[config.mk]
export PLATFORM = sky130hd
export DESIGN_NAME = vec2_angle_and_magnitude_unit
export DESIGN_NICKNAME = d
export VERILOG_FILES = /design/src/hw/rtl/vam_pkg.sv /design/src/hw/rtl/vec2_angle_and_magnitude_unit.sv
export SDC_FILE = /design/constraint.sdc
export NUM_CORES = 2
export LEC_CHECK = 0
export BUFFER_PORTS_ARGS = -buffer_cell sky130_fd_sc_hd__buf_2
export CAP_MARGIN = 20
export CORE_UTILIZATION = 40
export CTS_BUF_LIST = sky130_fd_sc_hd__clkbuf_8
export CTS_CLUSTER_DIAMETER = 80
export CTS_CLUSTER_SIZE = 8
export DETAILED_ROUTE_END_ITERATION = 8
export PLACE_DENSITY = 0.56
export SYNTH_ARGS = -nofsm -noshare
export SYNTH_HDL_FRONTEND = slang
export SYNTH_SLANG_ARGS = --single-unit
[constraint.sdc]
create_clock -name clk -period 12.2 [get_ports clk]
set_clock_uncertainty 0.15 [all_clocks]
set_input_delay 0.61 -clock clk [delete_from_list [all_inputs] [get_ports clk]]
set_output_delay 0.61 -clock clk [all_outputs]
set_load 0.02 [all_outputs]
[src/hw/rtl/vam_pkg.sv]
// Shared widths, constants, types and the arctangent table for the
// vector angle and magnitude unit. No dependencies.
`default_nettype none

package vam_pkg;

    localparam int DATA_WIDTH    = 16;
    localparam int CORDIC_STAGES = 16;
    localparam int GUARD_BITS    = 8;

    localparam int TOL_W   = 8;
    localparam int ANGLE_W = 15;
    localparam int MAG_W   = 16;
    localparam int QUAD_W  = 13;

    // CORDIC x/y: |component| * 2^GUARD_BITS grown by the CORDIC gain, plus sign
    localparam int CORD_W = DATA_WIDTH + GUARD_BITS + 4;
    // angle accumulator in 2^-16 degree
    localparam int Z_W    = 25;

    localparam int LO_W   = 15;
    localparam int HI_W   = CORD_W - 1 - LO_W;
    localparam int GAIN_W = 30;
    localparam int PHI_W  = HI_W + GAIN_W;
    localparam int PLO_W  = LO_W + GAIN_W;
    localparam int SUM_W  = PHI_W + 1;
    localparam int RND_SH = 23;

    localparam logic [GAIN_W-1:0] INV_GAIN_Q30 = GAIN_W'(652032874);

    localparam logic [QUAD_W-1:0]  QUAD_MAX = QUAD_W'(5760);
    localparam logic [ANGLE_W-1:0] ANG_0    = ANGLE_W'(0);
    localparam logic [ANGLE_W-1:0] ANG_90   = ANGLE_W'(5760);
    localparam logic [ANGLE_W-1:0] ANG_180  = ANGLE_W'(11520);
    localparam logic [ANGLE_W-1:0] ANG_270  = ANGLE_W'(17280);
    localparam logic [ANGLE_W-1:0] ANG_360  = ANGLE_W'(23040);

    typedef struct packed {
        logic x_zero;
        logic y_zero;
        logic x_pos;
        logic x_neg;
        logic y_pos;
    } axis_flags_t;

    typedef struct packed {
        logic signed [CORD_W-1:0] cx;
        logic signed [CORD_W-1:0] cy;
        logic signed [Z_W-1:0]    z;
        axis_flags_t              flags;
    } cordic_word_t;

    // round(atan(2^-i) in degrees * 2^16)
    function automatic logic [Z_W-1:0] atan_entry(input int idx);
        logic [Z_W-1:0] v;
        unique case (idx)
            0:       v = Z_W'(2949120);
            1:       v = Z_W'(1740967);
            2:       v = Z_W'(919879);
            3:       v = Z_W'(466945);
            4:       v = Z_W'(234379);
            5:       v = Z_W'(117304);
            6:       v = Z_W'(58666);
            7:       v = Z_W'(29335);
            8:       v = Z_W'(14668);
            9:       v = Z_W'(7334);
            10:      v = Z_W'(3667);
            11:      v = Z_W'(1833);
            12:      v = Z_W'(917);
            13:      v = Z_W'(458);
            14:      v = Z_W'(229);
            15:      v = Z_W'(115);
            16:      v = Z_W'(57);
            17:      v = Z_W'(29);
            18:      v = Z_W'(14);
            19:      v = Z_W'(7);
            20:      v = Z_W'(4);
            21:      v = Z_W'(2);
            22:      v = Z_W'(1);
            default: v = '0;
        endcase
        return v;
    endfunction

endpackage

`default_nettype wire

[src/hw/rtl/vec2_angle_and_magnitude_unit.sv]
// Top level of the vector angle and magnitude unit: a fully unrolled,
// gain-compensated vectoring CORDIC. Depends on vam_pkg.
`default_nettype none

// Takes a signed vector (x_component, y_component) and returns its polar
// angle in 1/64 degree (0 up to just below 360 degrees) and its rounded
// Euclidean length. Both components are folded into the first quadrant by
// absolute value, scaled by 2^8 and rotated toward the x axis by one CORDIC
// stage per pipeline register (CORDIC_STAGES stages). The accumulated
// first-quadrant angle is then placed in its quadrant as atan2 does, and the
// final x value is multiplied by the inverse CORDIC gain. A component whose
// magnitude is at most zero_tolerance counts as zero: the angle then snaps to
// 0, 90, 180 or 270 degrees (0 at the origin) and on_axis is set; the
// magnitude always comes from the true components. Rate: one word per clock,
// sustained while out_stall is low. Registers in order: one input register,
// one register per CORDIC stage, then angle rounding and operand split, the
// inverse-gain multiply and quadrant placement, and the rounding sum.
// Each register stage holds its word until the next stage is empty or
// moving, so a stall on the output backs up stage by stage and bubbles are
// squeezed out. Write zero_tolerance through cfg_data only while the unit
// is empty; cfg_ready is always high.
module vec2_angle_and_magnitude_unit
    import vam_pkg::*;
(
    input  wire logic                         clk,
    input  wire logic                         rst_n,

    input  wire logic                         cfg_valid,
    output logic                              cfg_ready,
    input  wire logic [TOL_W-1:0]             cfg_data,

    input  wire logic                         in_valid,
    output logic                              in_stall,
    input  wire logic signed [DATA_WIDTH-1:0] x_component,
    input  wire logic signed [DATA_WIDTH-1:0] y_component,

    output logic                              out_valid,
    input  wire logic                         out_stall,
    output logic [ANGLE_W-1:0]                angle_deg,
    output logic [MAG_W-1:0]                  magnitude,
    output logic                              on_axis
);

    // ------------------------------------------------------------------
    // Configuration
    // ------------------------------------------------------------------
    logic [TOL_W-1:0] tol_reg;

    assign cfg_ready = 1'b1;

    always_ff @(posedge clk or negedge rst_n)
    begin
        if (!rst_n)
        begin
            tol_reg <= '0;
        end
        else if (cfg_valid && cfg_ready)
        begin
            tol_reg <= cfg_data;
        end
    end

    // ------------------------------------------------------------------
    // Stage registers and per-stage valid bits.
    // s_reg[0] is the input register, s_reg[k+1] holds the word after
    // CORDIC stage k. Then p1 (round/split), p2 (multiply/quadrant), out.
    // ------------------------------------------------------------------
    cordic_word_t s_reg  [0:CORDIC_STAGES];
    logic         sv_reg [0:CORDIC_STAGES];
    logic         s_en   [0:CORDIC_STAGES];

    logic [QUAD_W-1:0] p1_quad_reg,  p1_quad_next;
    logic [HI_W-1:0]   p1_hi_reg,    p1_hi_next;
    logic [LO_W-1:0]   p1_lo_reg,    p1_lo_next;
    axis_flags_t       p1_flags_reg;
    logic              p1_valid_reg;
    logic              p1_en;

    logic [PHI_W-1:0]   p2_phi_reg,   p2_phi_next;
    logic [PLO_W-1:0]   p2_plo_reg,   p2_plo_next;
    logic [ANGLE_W-1:0] p2_angle_reg, p2_angle_next;
    logic               p2_axis_reg,  p2_axis_next;
    logic               p2_valid_reg;
    logic               p2_en;

    logic [ANGLE_W-1:0] angle_reg;
    logic [MAG_W-1:0]   mag_reg,      mag_next;
    logic               axis_reg;
    logic               out_valid_reg;
    logic               out_en;

    // Advance a stage when it is empty or its successor advances.
    always_comb
    begin
        out_en = !out_valid_reg || !out_stall;
        p2_en  = !p2_valid_reg || out_en;
        p1_en  = !p1_valid_reg || p2_en;
        s_en[CORDIC_STAGES] = !sv_reg[CORDIC_STAGES] || p1_en;
        for (int k = CORDIC_STAGES - 1; k >= 0; k--)
        begin
            s_en[k] = !sv_reg[k] || s_en[k+1];
        end
    end

    assign in_stall = !s_en[0];

    always_ff @(posedge clk or negedge rst_n)
    begin
        if (!rst_n)
        begin
            for (int k = 0; k <= CORDIC_STAGES; k++)
            begin
                sv_reg[k] <= 1'b0;
            end
            p1_valid_reg  <= 1'b0;
            p2_valid_reg  <= 1'b0;
            out_valid_reg <= 1'b0;
        end
        else
        begin
            if (s_en[0])
            begin
                sv_reg[0] <= in_valid;
            end
            for (int k = 1; k <= CORDIC_STAGES; k++)
            begin
                if (s_en[k])
                begin
                    sv_reg[k] <= sv_reg[k-1];
                end
            end
            if (p1_en)
            begin
                p1_valid_reg <= sv_reg[CORDIC_STAGES];
            end
            if (p2_en)
            begin
                p2_valid_reg <= p1_valid_reg;
            end
            if (out_en)
            begin
                out_valid_reg <= p2_valid_reg;
            end
        end
    end

    // ------------------------------------------------------------------
    // Input stage: fold into the first quadrant, test against tolerance.
    // ------------------------------------------------------------------
    logic signed [DATA_WIDTH:0] x_ext;
    logic signed [DATA_WIDTH:0] y_ext;
    logic [DATA_WIDTH:0]        x_abs;
    logic [DATA_WIDTH:0]        y_abs;
    logic [DATA_WIDTH:0]        tol_ext;
    cordic_word_t               s0_next;

    always_comb
    begin
        x_ext   = {x_component[DATA_WIDTH-1], x_component};
        y_ext   = {y_component[DATA_WIDTH-1], y_component};
        x_abs   = x_ext[DATA_WIDTH] ? unsigned'(-x_ext) : unsigned'(x_ext);
        y_abs   = y_ext[DATA_WIDTH] ? unsigned'(-y_ext) : unsigned'(y_ext);
        tol_ext = {{(DATA_WIDTH + 1 - TOL_W){1'b0}}, tol_reg};

        s0_next.cx = signed'({{(CORD_W - DATA_WIDTH - 1 - GUARD_BITS){1'b0}},
                              x_abs, {GUARD_BITS{1'b0}}});
        s0_next.cy = signed'({{(CORD_W - DATA_WIDTH - 1 - GUARD_BITS){1'b0}},
                              y_abs, {GUARD_BITS{1'b0}}});
        s0_next.z  = '0;
        s0_next.flags.x_zero = (x_abs <= tol_ext);
        s0_next.flags.y_zero = (y_abs <= tol_ext);
        s0_next.flags.x_pos  = !x_component[DATA_WIDTH-1] && (x_component != '0);
        s0_next.flags.x_neg  = x_component[DATA_WIDTH-1];
        s0_next.flags.y_pos  = !y_component[DATA_WIDTH-1] && (y_component != '0);
    end

    always_ff @(posedge clk)
    begin
        if (s_en[0])
        begin
            s_reg[0] <= s0_next;
        end
    end

    // ------------------------------------------------------------------
    // CORDIC stages: rotate toward the x axis, one micro-rotation each.
    // ------------------------------------------------------------------
    genvar gi;
    generate
        for (gi = 0; gi < CORDIC_STAGES; gi++)
        begin : g_cordic
            logic signed [CORD_W-1:0] dx;
            logic signed [CORD_W-1:0] dy;
            logic signed [Z_W-1:0]    step;
            cordic_word_t             stage_next;

            assign dx   = $signed(s_reg[gi].cy) >>> gi;
            assign dy   = $signed(s_reg[gi].cx) >>> gi;
            assign step = signed'(atan_entry(gi));

            always_comb
            begin
                stage_next = s_reg[gi];
                if (!s_reg[gi].cy[CORD_W-1])
                begin
                    stage_next.cx = s_reg[gi].cx + dx;
                    stage_next.cy = s_reg[gi].cy - dy;
                    stage_next.z  = s_reg[gi].z + step;
                end
                else
                begin
                    stage_next.cx = s_reg[gi].cx - dx;
                    stage_next.cy = s_reg[gi].cy + dy;
                    stage_next.z  = s_reg[gi].z - step;
                end
            end

            always_ff @(posedge clk)
            begin
                if (s_en[gi+1])
                begin
                    s_reg[gi+1] <= stage_next;
                end
            end
        end
    endgenerate

    // ------------------------------------------------------------------
    // P1: round the angle to 1/64 degree, clamp; split x for the multiply.
    // ------------------------------------------------------------------
    logic [Z_W-1:0]     z_clamp;
    logic [Z_W-1:0]     z_round;
    logic [Z_W-11:0]    quad_wide;
    logic [CORD_W-2:0]  x_final;

    always_comb
    begin
        z_clamp   = s_reg[CORDIC_STAGES].z[Z_W-1] ? '0
                                                  : unsigned'(s_reg[CORDIC_STAGES].z);
        z_round   = z_clamp + Z_W'(512);
        quad_wide = z_round[Z_W-1:10];
        if (quad_wide > (Z_W - 10)'(QUAD_MAX))
        begin
            p1_quad_next = QUAD_MAX;
        end
        else
        begin
            p1_quad_next = quad_wide[QUAD_W-1:0];
        end

        x_final    = s_reg[CORDIC_STAGES].cx[CORD_W-1] ? '0
                                                       : s_reg[CORDIC_STAGES].cx[CORD_W-2:0];
        p1_hi_next = x_final[CORD_W-2:LO_W];
        p1_lo_next = x_final[LO_W-1:0];
    end

    always_ff @(posedge clk)
    begin
        if (p1_en)
        begin
            p1_quad_reg  <= p1_quad_next;
            p1_hi_reg    <= p1_hi_next;
            p1_lo_reg    <= p1_lo_next;
            p1_flags_reg <= s_reg[CORDIC_STAGES].flags;
        end
    end

    // ------------------------------------------------------------------
    // P2: inverse-gain partial products; place the angle in its quadrant.
    // ------------------------------------------------------------------
    logic [ANGLE_W-1:0] quad_ext;
    logic [ANGLE_W-1:0] angle_raw;

    always_comb
    begin
        p2_phi_next = PHI_W'(p1_hi_reg) * PHI_W'(INV_GAIN_Q30);
        p2_plo_next = PLO_W'(p1_lo_reg) * PLO_W'(INV_GAIN_Q30);

        quad_ext  = ANGLE_W'(p1_quad_reg);
        angle_raw = ANG_0;
        p2_axis_next = 1'b1;
        priority if (p1_flags_reg.x_zero && p1_flags_reg.y_zero)
        begin
            p2_angle_next = ANG_0;
        end
        else if (p1_flags_reg.x_zero)
        begin
            p2_angle_next = p1_flags_reg.y_pos ? ANG_90 : ANG_270;
        end
        else if (p1_flags_reg.y_zero)
        begin
            p2_angle_next = p1_flags_reg.x_pos ? ANG_0 : ANG_180;
        end
        else
        begin
            p2_axis_next = 1'b0;
            priority if (p1_flags_reg.x_pos && p1_flags_reg.y_pos)
            begin
                angle_raw = quad_ext;
            end
            else if (p1_flags_reg.x_neg && p1_flags_reg.y_pos)
            begin
                angle_raw = ANG_180 - quad_ext;
            end
            else if (p1_flags_reg.x_neg)
            begin
                angle_raw = ANG_180 + quad_ext;
            end
            else
            begin
                angle_raw = ANG_360 - quad_ext;
            end
            // wrap a full turn back to zero
            p2_angle_next = (angle_raw >= ANG_360) ? ANG_0 : angle_raw;
        end
    end

    always_ff @(posedge clk)
    begin
        if (p2_en)
        begin
            p2_phi_reg   <= p2_phi_next;
            p2_plo_reg   <= p2_plo_next;
            p2_angle_reg <= p2_angle_next;
            p2_axis_reg  <= p2_axis_next;
        end
    end

    // ------------------------------------------------------------------
    // Output stage: sum partial products, round half up, saturate.
    // ------------------------------------------------------------------
    logic [SUM_W-1:0] mag_sum;
    logic [SUM_W-1:0] mag_rounded;

    always_comb
    begin
        mag_sum     = SUM_W'(p2_phi_reg) + SUM_W'(p2_plo_reg[PLO_W-1:LO_W]);
        mag_rounded = mag_sum + (SUM_W'(1) << (RND_SH - 1));
        if (mag_rounded[SUM_W-1:RND_SH] > (SUM_W - RND_SH)'({MAG_W{1'b1}}))
        begin
            mag_next = {MAG_W{1'b1}};
        end
        else
        begin
            mag_next = mag_rounded[RND_SH+MAG_W-1:RND_SH];
        end
    end

    always_ff @(posedge clk)
    begin
        if (out_en)
        begin
            angle_reg <= p2_angle_reg;
            mag_reg   <= mag_next;
            axis_reg  <= p2_axis_reg;
        end
    end

    assign out_valid = out_valid_reg;
    assign angle_deg = angle_reg;
    assign magnitude = mag_reg;
    assign on_axis   = axis_reg;

endmodule

`default_nettype wire

==> flow_summary.json <==
{
  "cp_slowest_cell": "fa_1",
  "totalWireLength_um": 308000,
  "worstSetupStartpointType": "flop",
  "clockBufferDepth": 4,
  "syn_inst": 11665,
  "cts.sinks": 1443,
  "wl_per_cell_um": 19.3,
  "nets": 13764,
  "postSynthAreaPerCell_um2": 10.1,
  "io_pins": 80,
  "finalHoldViolCount": 0,
  "grt_max_degree": 87,
  "cts_buffers": 212,
  "cts_tree": "done",
  "synthesis.area_um2": 118000,
  "ys_types": 93,
  "r2r_cells": 22,
  "drc": 0,
  "drive_gt1_frac": 0.0421,
  "placed_area_um2": 123000,
  "postCtsSetupRepairBufs": 0,
  "gp_congestion": 0.914,
  "tightest_slew_ns": 1.11,
  "ctsResizeCount": 0,
  "finalSetupViolCount": 0,
  "cts_root_buf": "clkbuf_8",
  "reg2reg_slack_ns": 4.74,
  "crit_arrival_ns": 8.01,
  "start_util": 0.404,
  "hold_path_class": "input pin to asynchronous set/reset pin",
  "layout_worst_path_cycle_share": 0.612,
  "synth_edf_count": 1415,
  "yosys_warnings": 0,
  "path_delay_family": "adder cells",
  "endpoint_kind": "flop",
  "drv_slew": 0,
  "synth_seq_cells": 1443,
  "path_cells": "ha_1, inv_1, fa_1, inv_1, fa_1, fa_1, fa_1, inv_1, fa_1, inv_1, ha_1, a211oi_1, o211ai_1, a221oi_1, a21boi_1, a21oi_1, o21a_1, a41o_1, a311oi_1, o31ai_1, a21oi_1, xnor2_1",
  "area_delta_synth_final_pct": 8.01,
  "reg2reg_from": "p1_lo_reg[6]",
  "grt_use_total": 0.205,
  "grt_overflow": 0,
  "core_area_um2": 292000,
  "critPathMostFrequentCell": "fa_1",
  "die_x_um": 545,
  "route.vias.total": 86040,
  "drt-pass1-iter-count": 5,
  "antenna_found_initial": 4,
  "crit_buf_inv": 4,
  "fillers": 27710,
  "crit_fanout": 7,
  "place_inst": 15566,
  "holdWs_ns": 0.173,
  "slowest_delay_ns": 0.66,
  "holdBufCountCts": 76,
  "crit_type": "flop to flop",
  "dpl.hpwl_um": 249000,
  "setup-tns-final_ns": 0,
  "io_buffers": 78,
  "largest_reg_flops": 1252,
  "htreeDepth": 4,
  "synthFlopType": "edfxtp_1",
  "rsz0062_at_grt": "no",
  "dieArea_um2": 297000,
  "vias_per_cell": 5.39,
  "max-cap-violations": 0,
  "layout.cells.non_filler": 15949,
  "ant_nets": 0,
  "cp-startpoint": "p1_lo_reg[6]",
  "r2r_end": "p2_plo_reg[44]",
  "required_ns": 12.75,
  "slew_headroom": 0.252,
  "final_area_um2": 127000,
  "ys_seq_area_frac": 0.366,
  "die_h_um": 545,
  "rows": 198,
  "grt_pass1_vias": 86085,
  "clk_latency_ns": 1.00,
  "drt_iter0_markers": 5208,
  "async_flop_share": 0.0194,
  "fin_crit_ns": 7.46,
  "clk_pin_slew_worst_paths_ns": 0.07,
  "status": "complete, no violations",
  "grt_pass1_wl_um": 481000,
  "fmax_ghz": 0.134
}
[stage by stage]
step	worst slack, ns	util
2_1_floorplan	4.65	-
3_3_place_gp	4.71	0.422
3_5_place_dp	4.72	0.422
4_1_cts	4.67	0.436
5_1_grt	4.33	0.436
6_report	4.74	0.436
[final cells by class]
type | instances | area (µm²) | share of cell area
diodes | 3 | 7.51 | 0.0000589
clock buffers | 217 | 2990 | 0.0234
clock inverters | 86 | 468 | 0.00367
inverters | 889 | 3340 | 0.0263
multi-input cells | 9216 | 71000 | 0.558
flip-flops and latches | 1443 | 43200 | 0.339
well taps | 3900 | 4880 | 0.0383
repair buffers | 195 | 1480 | 0.0116
[worst max path at each step]
stage          cells after the start              to
4_1_cts                           22  p2_plo_reg[44]
5_1_grt                           22  p2_plo_reg[44]
3_3_place_gp                      22  p2_plo_reg[44]
3_5_place_dp                      22  p2_plo_reg[44]
2_1_floorplan                     11        in_stall
6_report                          22  p2_plo_reg[44]
[layer usage]
layer,track usage,vias up,routed length [µm]
met5,0,-,80
met4,0.0621,6,9220
met3,0.0213,444,10600
met2,0.363,1490,151000
met1,0.261,41409,138000
li1,-,42691,-
[cells by family after synthesis]
| group | after synthesis | share of synthesized area |
|---|---|---|
| simple gates | 3054 | 0.125 |
| compound gates | 2811 | 0.150 |
| fa+ha+maj | 1762 | 0.207 |
| xor+xnor | 1539 | 0.114 |
| flops | 1443 | 0.366 |
| buf+inv | 1007 | 0.0322 |
| mux | 47 | 0.00430 |
| other cells | 2 | 0.0000637 |
[cell usage after synthesis, types with 18 or more instances]
cell type	n	area (µm²)
a211o_1	37	324
or4_1	38	285
nand3_1	177	886
inv_1	886	3330
ha_1	1442	18000
and3_1	128	801
o31a_1	18	158
and2_1	65	407
dfrtp_1	28	701
nor2_1	1081	4060
or2_2	40	250
xor2_1	539	4720
nor3b_1	36	270
fa_1	320	6410
a31oi_1	100	626
a2111oi_0	20	175
nand3b_1	23	173
buf_1	27	101
clkbuf_1	84	315
o41ai_1	48	420
mux2_2	29	327
o21bai_1	135	1010
nor4_1	96	601
a211oi_1	77	578
o21a_1	171	1280
nand4_1	40	250
nor3_1	318	1590
nor2b_1	225	1410
a21boi_0	31	233
nand2_1	498	1870
or3_1	75	469
o211ai_1	56	420
xnor2_1	1000	8760
a31o_2	30	263
o31ai_1	53	398
o21ai_0	498	2490
edfxtp_1	1415	42500
a21oi_1	1007	5040
a21o_1	335	2510
nand2b_1	171	1070
mux2i_1	18	180
[cell usage in the layout (no fill, tap or decap), types with 171 or more instances in the layout]
master       n
nand2_1    491
a21oi_1   1007
inv_1      938
nand2b_1   171
fa_1       320
nor2_1    1081
clkbuf_8   217
xnor2_1   1000
xor2_1     539
nor2b_1    225
ha_1      1442
o21ai_0    498
nand3_1    173
o21a_1     171
nor3_1     318
edfxtp_1  1415
a21o_1     335
Power is not shown: default switching activity piles up to over one toggle a cycle in this logic, so the estimate is an artifact.
